`src/rtl/flm_pkg.sv`:
```
// shared types and constants of the flash logical block map
package flm_pkg;

  localparam int unsigned BlockW = 13;
  localparam int unsigned PageW  = 18;
  localparam int unsigned OffW   = 5;
  localparam int unsigned CountW = 14;
  localparam int unsigned EntryW = BlockW + 1;

  // operation codes
  localparam logic [1:0] OpClear     = 2'd0;
  localparam logic [1:0] OpScan      = 2'd1;
  localparam logic [1:0] OpTranslate = 2'd2;

  // scan status codes
  localparam logic [1:0] StatMapped   = 2'd0;
  localparam logic [1:0] StatErased   = 2'd1;
  localparam logic [1:0] StatReserved = 2'd2;
  localparam logic [1:0] StatIgnored  = 2'd3;

  // spare area markers
  localparam logic [7:0] SpareBlank = 8'hFF;
  localparam logic [7:0] FlagMask   = 8'hF8;
  localparam logic [7:0] FlagMatch  = 8'h10;

  localparam logic [BlockW-1:0] ZoneBlocks = 13'd1000;

  localparam logic [2:0] AddrCycNarrow = 3'd3;
  localparam logic [2:0] AddrCycWide   = 3'd4;

  // scan decode result
  typedef struct packed {
    logic              wr;
    logic [1:0]        status;
    logic [BlockW-1:0] lblock;
  } scan_res_t;

  // one result item
  typedef struct packed {
    logic [1:0]        status;
    logic [BlockW-1:0] lblock;
    logic              mapped;
    logic [PageW-1:0]  ppage;
    logic [2:0]        acyc;
  } rsp_t;

endpackage

```
`src/rtl/flm_scan.sv`:
```
// spare area decode of one scanned physical block
module flm_scan #(
  parameter int unsigned MAP_ENTRIES = 8192
) (
  input  logic [12:0]         physical_block_i,
  input  logic [63:0]         spare_low_i,
  input  logic [63:0]         spare_high_i,
  input  logic [13:0]         block_count_i,
  output flm_pkg::scan_res_t  scan_o
);
  import flm_pkg::*;

  localparam logic [CountW-1:0] MapEntriesW = CountW'(MAP_ENTRIES);

  logic [7:0]        b5, b6, b7;
  logic [9:0]        lfield;
  logic [2:0]        zone;
  logic [BlockW-1:0] lblock;
  logic              tagged_blk;
  logic              blank;

  assign b5     = spare_low_i[47:40];
  assign b6     = spare_low_i[55:48];
  assign b7     = spare_low_i[63:56];
  // bits 10:1 of the byte6:byte7 address word
  assign lfield = {b6[2:0], b7[7:1]};
  assign zone   = physical_block_i[12:10];
  assign lblock = BlockW'(lfield) + BlockW'(zone) * ZoneBlocks;

  assign tagged_blk = (b5 == SpareBlank) && ((b6 & FlagMask) == FlagMatch);
  assign blank      = (spare_low_i == '1) && (spare_high_i == '1);

  always_comb begin
    scan_o = '0;
    if ({1'b0, physical_block_i} >= block_count_i) begin
      scan_o.status = StatIgnored;
    end else if (tagged_blk) begin
      if ({1'b0, lblock} >= MapEntriesW) begin
        scan_o.status = StatIgnored;
      end else begin
        scan_o.wr     = 1'b1;
        scan_o.status = StatMapped;
        scan_o.lblock = lblock;
      end
    end else if (blank) begin
      scan_o.status = StatErased;
    end else begin
      scan_o.status = StatReserved;
    end
  end

endmodule

```
`config.mk`:
```
export PLATFORM = sky130hd
export DESIGN_NAME = flm_scan
export DESIGN_NICKNAME = d
export VERILOG_FILES = /design/src/rtl/flm_pkg.sv /design/src/rtl/flm_scan.sv
export SDC_FILE = /design/constraint.sdc
export NUM_CORES = 1
export LEC_CHECK = 0
export BUFFER_PORTS_ARGS = -buffer_cell sky130_fd_sc_hd__buf_2
export CORE_ASPECT_RATIO = 0.75
export CORE_MARGIN = 2
export CORE_UTILIZATION = 34
export DETAILED_ROUTE_END_ITERATION = 8
export PLACE_DENSITY = 0.86
export SLEW_MARGIN = 5
export SYNTH_ARGS = -nofsm -noshare
export SYNTH_HDL_FRONTEND = slang
export SYNTH_SLANG_ARGS = --single-unit
```
`constraint.sdc`:
```
create_clock -name vclk -period 4.3
set_clock_uncertainty 0.1 [all_clocks]
set_input_delay 0.43 -clock vclk [all_inputs]
set_output_delay 0.43 -clock vclk [all_outputs]
set_load 0.02 [all_outputs]
```
# Word-level counts from Yosys, hierarchy flattened
# Index checks and enable logic that the tools add are counted.
dict set report classes {
  add_sub_neg 1
  multipliers 1
  order_cmp 1
  eq_ne 4
  n_mux 7
  reduce_logical 2
}
# operator count
set op_table {}
lappend op_table {{equality test 64 bit (second input constant)} 2}
lappend op_table {{2-to-1 mux 13 bit} 2}
lappend op_table {{greater-or-equal comparator 13 x 14 -> 1 bit} 1}
lappend op_table {{adder 10 x 13 -> 13 bit} 1}
lappend op_table {{multiplier 3 x 7 -> 10 bit (second input constant)} 1}
lappend op_table {{equality test 8 bit (second input constant)} 1}
lappend op_table {{2-to-1 mux 2 bit} 3}
lappend op_table {{equality test 5 x 2 -> 1 bit (second input constant)} 1}
lappend op_table {{logical AND 1 bit} 2}
lappend op_table {{2-to-1 mux 1 bit} 2}
dict set report word_totals {
  register_bits 0
  in_bits 155
  out_inout_bits 16
  word_cells 16
}

# Depth between registers and ports, before layout
# Gate-level depths: netlist (run 1).
dict set report depth {
  word_depth 5
  mapped_depth 12
  ltp_nobuf 12
}

# Worst setup path before layout (run 1)
# OpenSTA, ideal clock, no wires.
dict set report synth_timing {
  path_type {input to output}
  start {input port physical_block_i[10]}
  end {output port scan_o[12] in the netlist's numbering}
  arrival_time_ps 2965
  required_ps 3770
  setup_slack_ps 805
  stages 11
  n_path_buf 0
  path_cell_list {fa_1 > fa_1 > inv_1 > fa_1 > inv_1 > ha_1 > o21ai_0 > a21oi_1 > o21a_1 > a21oi_1 > and3b_1}
}
# item line
set synth_lines {}
lappend synth_lines {{from (decl)} flm_scan.sv:5} ;# input logic [12:0] physical_block_i,
lappend synth_lines {{to (decl)} flm_scan.sv:9} ;# output flm_pkg::scan_res_t scan_o

==> metrics.csv, run 1 <==
stage,metric,value,unit
critical_path,critPathTopFamily,adder cells,
placement,port_buffers,171,
timing,max_freq,252,MHz
timing,min_period,3.96,ns
detailed_routing,routed_via_density,5.03,
cts,cts_resized,0,
critical_path,path_cells,"buf_2, fa_1, fa_1, inv_1, fa_1, inv_1, ha_1, o21ai_0, a21oi_1, o21a_1, a21oi_1, and3b_1, buf_2",
finish,final_cell_mix,"buf_2, nand4_1, ha_1",
critical_path,endpoint_kind,output port,
floorplanning,core-area,3680,um2
detailed_routing,first_pass_iters,4,
finish,final_common_cell,buf_2,
finish,drive_gt1_frac,0.515,
floorplanning,die_h,57.9,um
finish,syn_to_final_growth,69.0,%
critical_path,cp.arrival,3.43,ns
finish,nets,534,
min_path,min_to,scan_o[2],
detailed_routing,num_vias,1991,
grt,overflow,0,
yosys,synth.distinct_cells,33,
power_and_ir_drop,clockPowerShare,0,
power_and_ir_drop,p_leak,1.27,nW
grt,grt_pass1_vias,1966,
detailed_routing,antenna_violating_nets_post_route,0,
power_and_ir_drop,p_per_area,113,nW/um2
timing,setup_viol,0,
placement,gp_routability_congestion,0.967,
floorplanning,dieWidth,75.9,um
placement,place_ws,0.355,ns
floorplanning,num_rows,19,
floorplanning,start_util,0.358,
critical_path,cpMostUsedCell,fa_1,
grt,grt_max_degree,16,
critical_path,slowest_delay,0.59,ns
yosys,synth_area,1320,um2
yosys,yosysSeqAreaShare,0,
detailed_routing,post_drt_wl_per_cell,13.3,um
timing,rsz0062_at_grt,no,
cts,post_cts_buffers,0,
finish,regArea,0,um2
detailed_routing,drcViolationCount,0,
critical_path,critPathKind,input port to output port,
power_and_ir_drop,peakVddDrop,0.0000702,V
yosys,avgSynthCellArea,7.58,um2
power_and_ir_drop,p_sw_frac,0.490,
timing,tightestPinTransition,0.680,ns
grt,antenna_found_initial,0,
yosys,synthesis.nets,362,
critical_path,cp_max_fo,6,
timing,maxSlewHeadroom,0.547,
floorplanning,top_level_ports,171,
power_and_ir_drop,p_sw,123,uW
floorplanning,dieArea,4400,um2
yosys,synth.yosys.warnings,0,
detailed_routing,first_iter_violations,66,
cts,ctsHoldBuffers,0,
detailed_routing,drt-total-wl,5270,um
timing,drv_slew,0,
yosys,netlist.area_leader.share,0.266,
run_status,status,finished clean,
yosys,synth_largest_area_cell,ha_1,
grt,grt_use_total,0.236,
finish,nClkBuffers,0,
critical_path,slowest_stage,fa_1,
timing,post-route-period-util,0.922,
timing,final_hold_viol_count,0,
timing,fin_ws,0.337,ns
finish,n_antenna_cell,0,
job,cap_violations,0,
critical_path,cp-start-kind,input port,
yosys,synth_area_leaders,"ha_1, nand4_1, fa_1",
min_path,hold_start,spare_low_i[59],
critical_path,cp.required,3.77,ns
finish,n_sequential_cell,0,
power_and_ir_drop,seqPwrFrac,0,
yosys,netlist_instances,174,
min_path,hp-class,input port to output port,
min_path,whs_path_depth,3,
power_and_ir_drop,pwr-share-comb,1.000,
placement,place_hpwl,4940,um
critical_path,worst-path-buf-inv,4,
timing,timing.setup.tns,0,ns
grt,grt_first_pass_wirelength,8650,um
power_and_ir_drop,intPower,129,uW
## how the worst max path moves through the flow
stage / start / to / depth (start not counted)
CTS: physical_block_i[10] / scan_o[12] / 13
global route: physical_block_i[10] / scan_o[12] / 13
floorplan: physical_block_i[10] / scan_o[12] / 11
detailed placement: physical_block_i[10] / scan_o[12] / 13
finish: physical_block_i[10] / scan_o[12] / 13
global placement: physical_block_i[10] / scan_o[12] / 13
## layout make-up
| class | instances | area (um2) |
|---|---|---|
| Fill cell | 335 | 1460 |
| Inverter | 23 | 86.3 |
| Multi-Input combinational cell | 150 | 1220 |
| Tap cell | 52 | 65.1 |
| Timing Repair Buffer | 171 | 856 |
## synthesized netlist by cell type (all sizes together)
library cell and n:
o21bai 2, fa 5, xor2 3, ha 28, a21oi 10, a2111oi 1, or4 1, nand2b 2
o21a 2, a21o 2, buf 1, o211ai 2, nand4b 1, o31ai 1, a211oi 6, nor2 5
nand2 4, inv 23, o211a 1, nand3 4, and3 1, nor3b 1, nor4 7, and3b 2
and2 9, o21ai 8, or3 2, nor3 2, mux2 1, xnor2 3, nand4 34
## layer usage
| metal | share of wire | track usage | vias up | wire, um |
|---|---|---|---|---|
| li1 | - | - | 1016 | - |
| met1 | 0.42 | 0.297 | 882 | 2200 |
| met2 | 0.50 | 0.453 | 89 | 2630 |
| met3 | 0.076 | 0.0327 | 4 | 399 |
| met4 | 0.0065 | 0.0182 | 0 | 34 |
| met5 | 0 | 0 | - | 0 |
## metrics by stage
stage / instances / utilization / instance area, um2 / hold slack [ns] / total power [mW]
floorplan: 174 / - / 1320 / 0.943 / 0.141
global placement: 396 / 0.605 / 2230 / 1.11 / 0.238
detailed placement: 396 / 0.605 / 2230 / 1.11 / 0.249
CTS: 396 / 0.605 / 2230 / 1.11 / 0.250
global route: 396 / 0.605 / 2230 / 1.12 / 0.283
finish: 396 / 0.605 / 2230 / 1.10 / 0.252
## logic make-up (layout without fill, tap and decap cells)
family          Yosys count  count (layout)  synth area share
simple gates             75              75             0.343
compound gates           35              35             0.193
fa+ha+maj                33              33             0.342
buf+inv                  24             194            0.0740
xor+xnor                  6               6            0.0399
mux                       1               1           0.00854
## power by group through the flow
stage / combinational (mW) / sequential [mW] / clock, mW
after floorplan: 0.141 / 0 / 0
after global placement: 0.238 / 0 / 0
after detailed placement: 0.249 / 0 / 0
after CTS: 0.250 / 0 / 0
after global routing: 0.283 / 0 / 0
final: 0.252 / 0 / 0
Power figures use the tool's default switching activity.
==> inputs of run 2 (changes only) <==
- CORE_ASPECT_RATIO: 0.75 -> 0.6
==> metrics.csv, run 2 (synthesis gave the netlist of run 1 again) <==
stage,metric,value,unit,change
timing,max_freq,256,MHz,+1.3%
detailed_routing,routed_via_density,5.04,,+0.21%
timing,rsz0062_at_grt,no,,
power_and_ir_drop,seqPwrFrac,0,,unchanged
grt,antenna_found_initial,0,,unchanged
finish,n_sequential_cell,0,,unchanged
run_status,status,finished clean,,
finish,final_common_cell,buf_2,,
detailed_routing,first_pass_iters,4,,unchanged
critical_path,slowest_delay,0.57,ns,-0.02 ns
grt,grt_max_degree,16,,unchanged
critical_path,cp-start-kind,input port,,
critical_path,slowest_stage,fa_1,,
critical_path,cp.arrival,3.38,ns,-0.05 ns
finish,n_antenna_cell,0,,unchanged
finish,fin_cells,391,,-1.3%
detailed_routing,num_vias,1970,,-1.1%
placement,dp.cells,391,,-1.3%
placement,port_buffers,171,,unchanged
finish,regArea,0,um2,unchanged
timing,min_period,3.91,ns,-0.0524 ns
finish,syn_to_final_growth,68.5,%,
power_and_ir_drop,peakVddDrop,0.0000784,V,+12%
critical_path,cp_max_fo,6,,unchanged
detailed_routing,first_iter_violations,56,,-15%
grt,grt_pass1_vias,1902,,-3.3%
power_and_ir_drop,p_leak,1.27,nW,unchanged
power_and_ir_drop,p_per_area,115,nW/um2,+1.5%
critical_path,cp.required,3.77,ns,about the same
cts,ctsHoldBuffers,0,,unchanged
placement,gp_routability_congestion,0.954,,-1.3%
detailed_routing,post_drt_wl_per_cell,14.3,um,+7.4%
grt,grt_use_total,0.248,,+0.0119
timing,setup_viol,0,,unchanged
finish,fillers,341,,+1.8%
power_and_ir_drop,p_sw,127,uW,+2.8%
timing,final_hold_viol_count,0,,unchanged
timing,hold_slack,1.10,ns,-0.0000100 ns
floorplanning,dieWidth,84.4,um,+11%
timing,drv_slew,0,,unchanged
job,cap_violations,0,,unchanged
power_and_ir_drop,pwr-share-comb,1.000,,about the same
floorplanning,top_level_ports,171,,unchanged
min_path,min_to,scan_o[2],,
finish,final_cell_mix,"buf_2, nand4_1, ha_1",,
min_path,hp-class,input port to output port,,
finish,drive_gt1_frac,0.515,,unchanged
placement,place_hpwl,5140,um,+4.2%
grt,overflow,0,,unchanged
critical_path,worst-path-buf-inv,4,,unchanged
timing,maxSlewHeadroom,0.486,,-0.0614
timing,post-route-period-util,0.910,,-0.0122
power_and_ir_drop,intPower,128,uW,-0.24%
cts,post_cts_buffers,0,,unchanged
floorplanning,dieArea,4410,um2,+0.25%
finish,final_cell_area,2220,um2,-0.28%
critical_path,critPathKind,input port to output port,,
power_and_ir_drop,p_sw_frac,0.497,,+0.00751
critical_path,cpMostUsedCell,fa_1,,
floorplanning,num_rows,17,,-2
detailed_routing,drt-total-wl,5590,um,+6.0%
critical_path,critPathTopFamily,adder cells,,
placement,postPlaceCellArea,2220,um2,-0.28%
grt,grt_first_pass_wirelength,8800,um,+1.8%
min_path,hold_start,spare_low_i[59],,
floorplanning,core-area,3700,um2,+0.44%
floorplanning,start_util,0.356,,-0.00157
detailed_routing,antenna_violating_nets_post_route,0,,unchanged
critical_path,crit_start,physical_block_i[10],,
finish,nClkBuffers,0,,unchanged
cts,cts_resized,0,,unchanged
timing,tightestPinTransition,0.765,ns,+0.0850 ns
power_and_ir_drop,finalPower,255,uW,+1.3%
critical_path,path_cells,"buf_2, fa_1, fa_1, inv_1, fa_1, inv_1, ha_1, o21ai_0, a21oi_1, o21a_1, a21oi_1, and3b_1, buf_2",,
power_and_ir_drop,clockPowerShare,0,,unchanged
critical_path,endpoint_kind,output port,,
finish,nets,534,,unchanged
detailed_routing,drcViolationCount,0,,unchanged
floorplanning,die_h,52.2,um,-9.8%
timing,timing.setup.tns,0,ns,unchanged
min_path,whs_path_depth,3,,unchanged
## run 2: final cells by class
cell class | instances | area, um2 | share of cell area
multi-input cells | 150 | 1220 | 0.550
inverters | 23 | 86.3 | 0.0389
well taps | 47 | 58.8 | 0.0265
repair buffers | 171 | 856 | 0.385
## run 2: worst max path at each step
stage | to | depth (start not counted)
after floorplan | scan_o[12] | 11
after global routing | scan_o[12] | 13
after detailed placement | scan_o[12] | 13
final | scan_o[12] | 13
after CTS | scan_o[12] | 13
after global placement | scan_o[12] | 13
## run 2: metal layers
metal  wire, um  part of all wire  global-route usage  vias up
li1           -                 -                   -     1016
met1       2600              0.47               0.330      855
met2       2450              0.44               0.430       97
met3        506             0.091              0.0472        2
met4         26            0.0047              0.0397        0
met5          0                 0                   0        -
## run 2: power by group through the flow
stage / clock network, mW / logic, mW / registers, mW
after global routing: 0 / 0.288 / 0
after detailed placement: 0 / 0.251 / 0
after CTS: 0 / 0.253 / 0
final: 0 / 0.255 / 0
after global placement: 0 / 0.244 / 0
after floorplan: 0 / 0.141 / 0
## run 2: per-stage QoR
step / utilization / setup WS, ns
2_1_floorplan: - / 0.805
3_3_place_gp: 0.600 / 0.469
3_5_place_dp: 0.600 / 0.396
4_1_cts: 0.600 / 0.389
5_1_grt: 0.600 / 0.164
6_report: 0.600 / 0.389
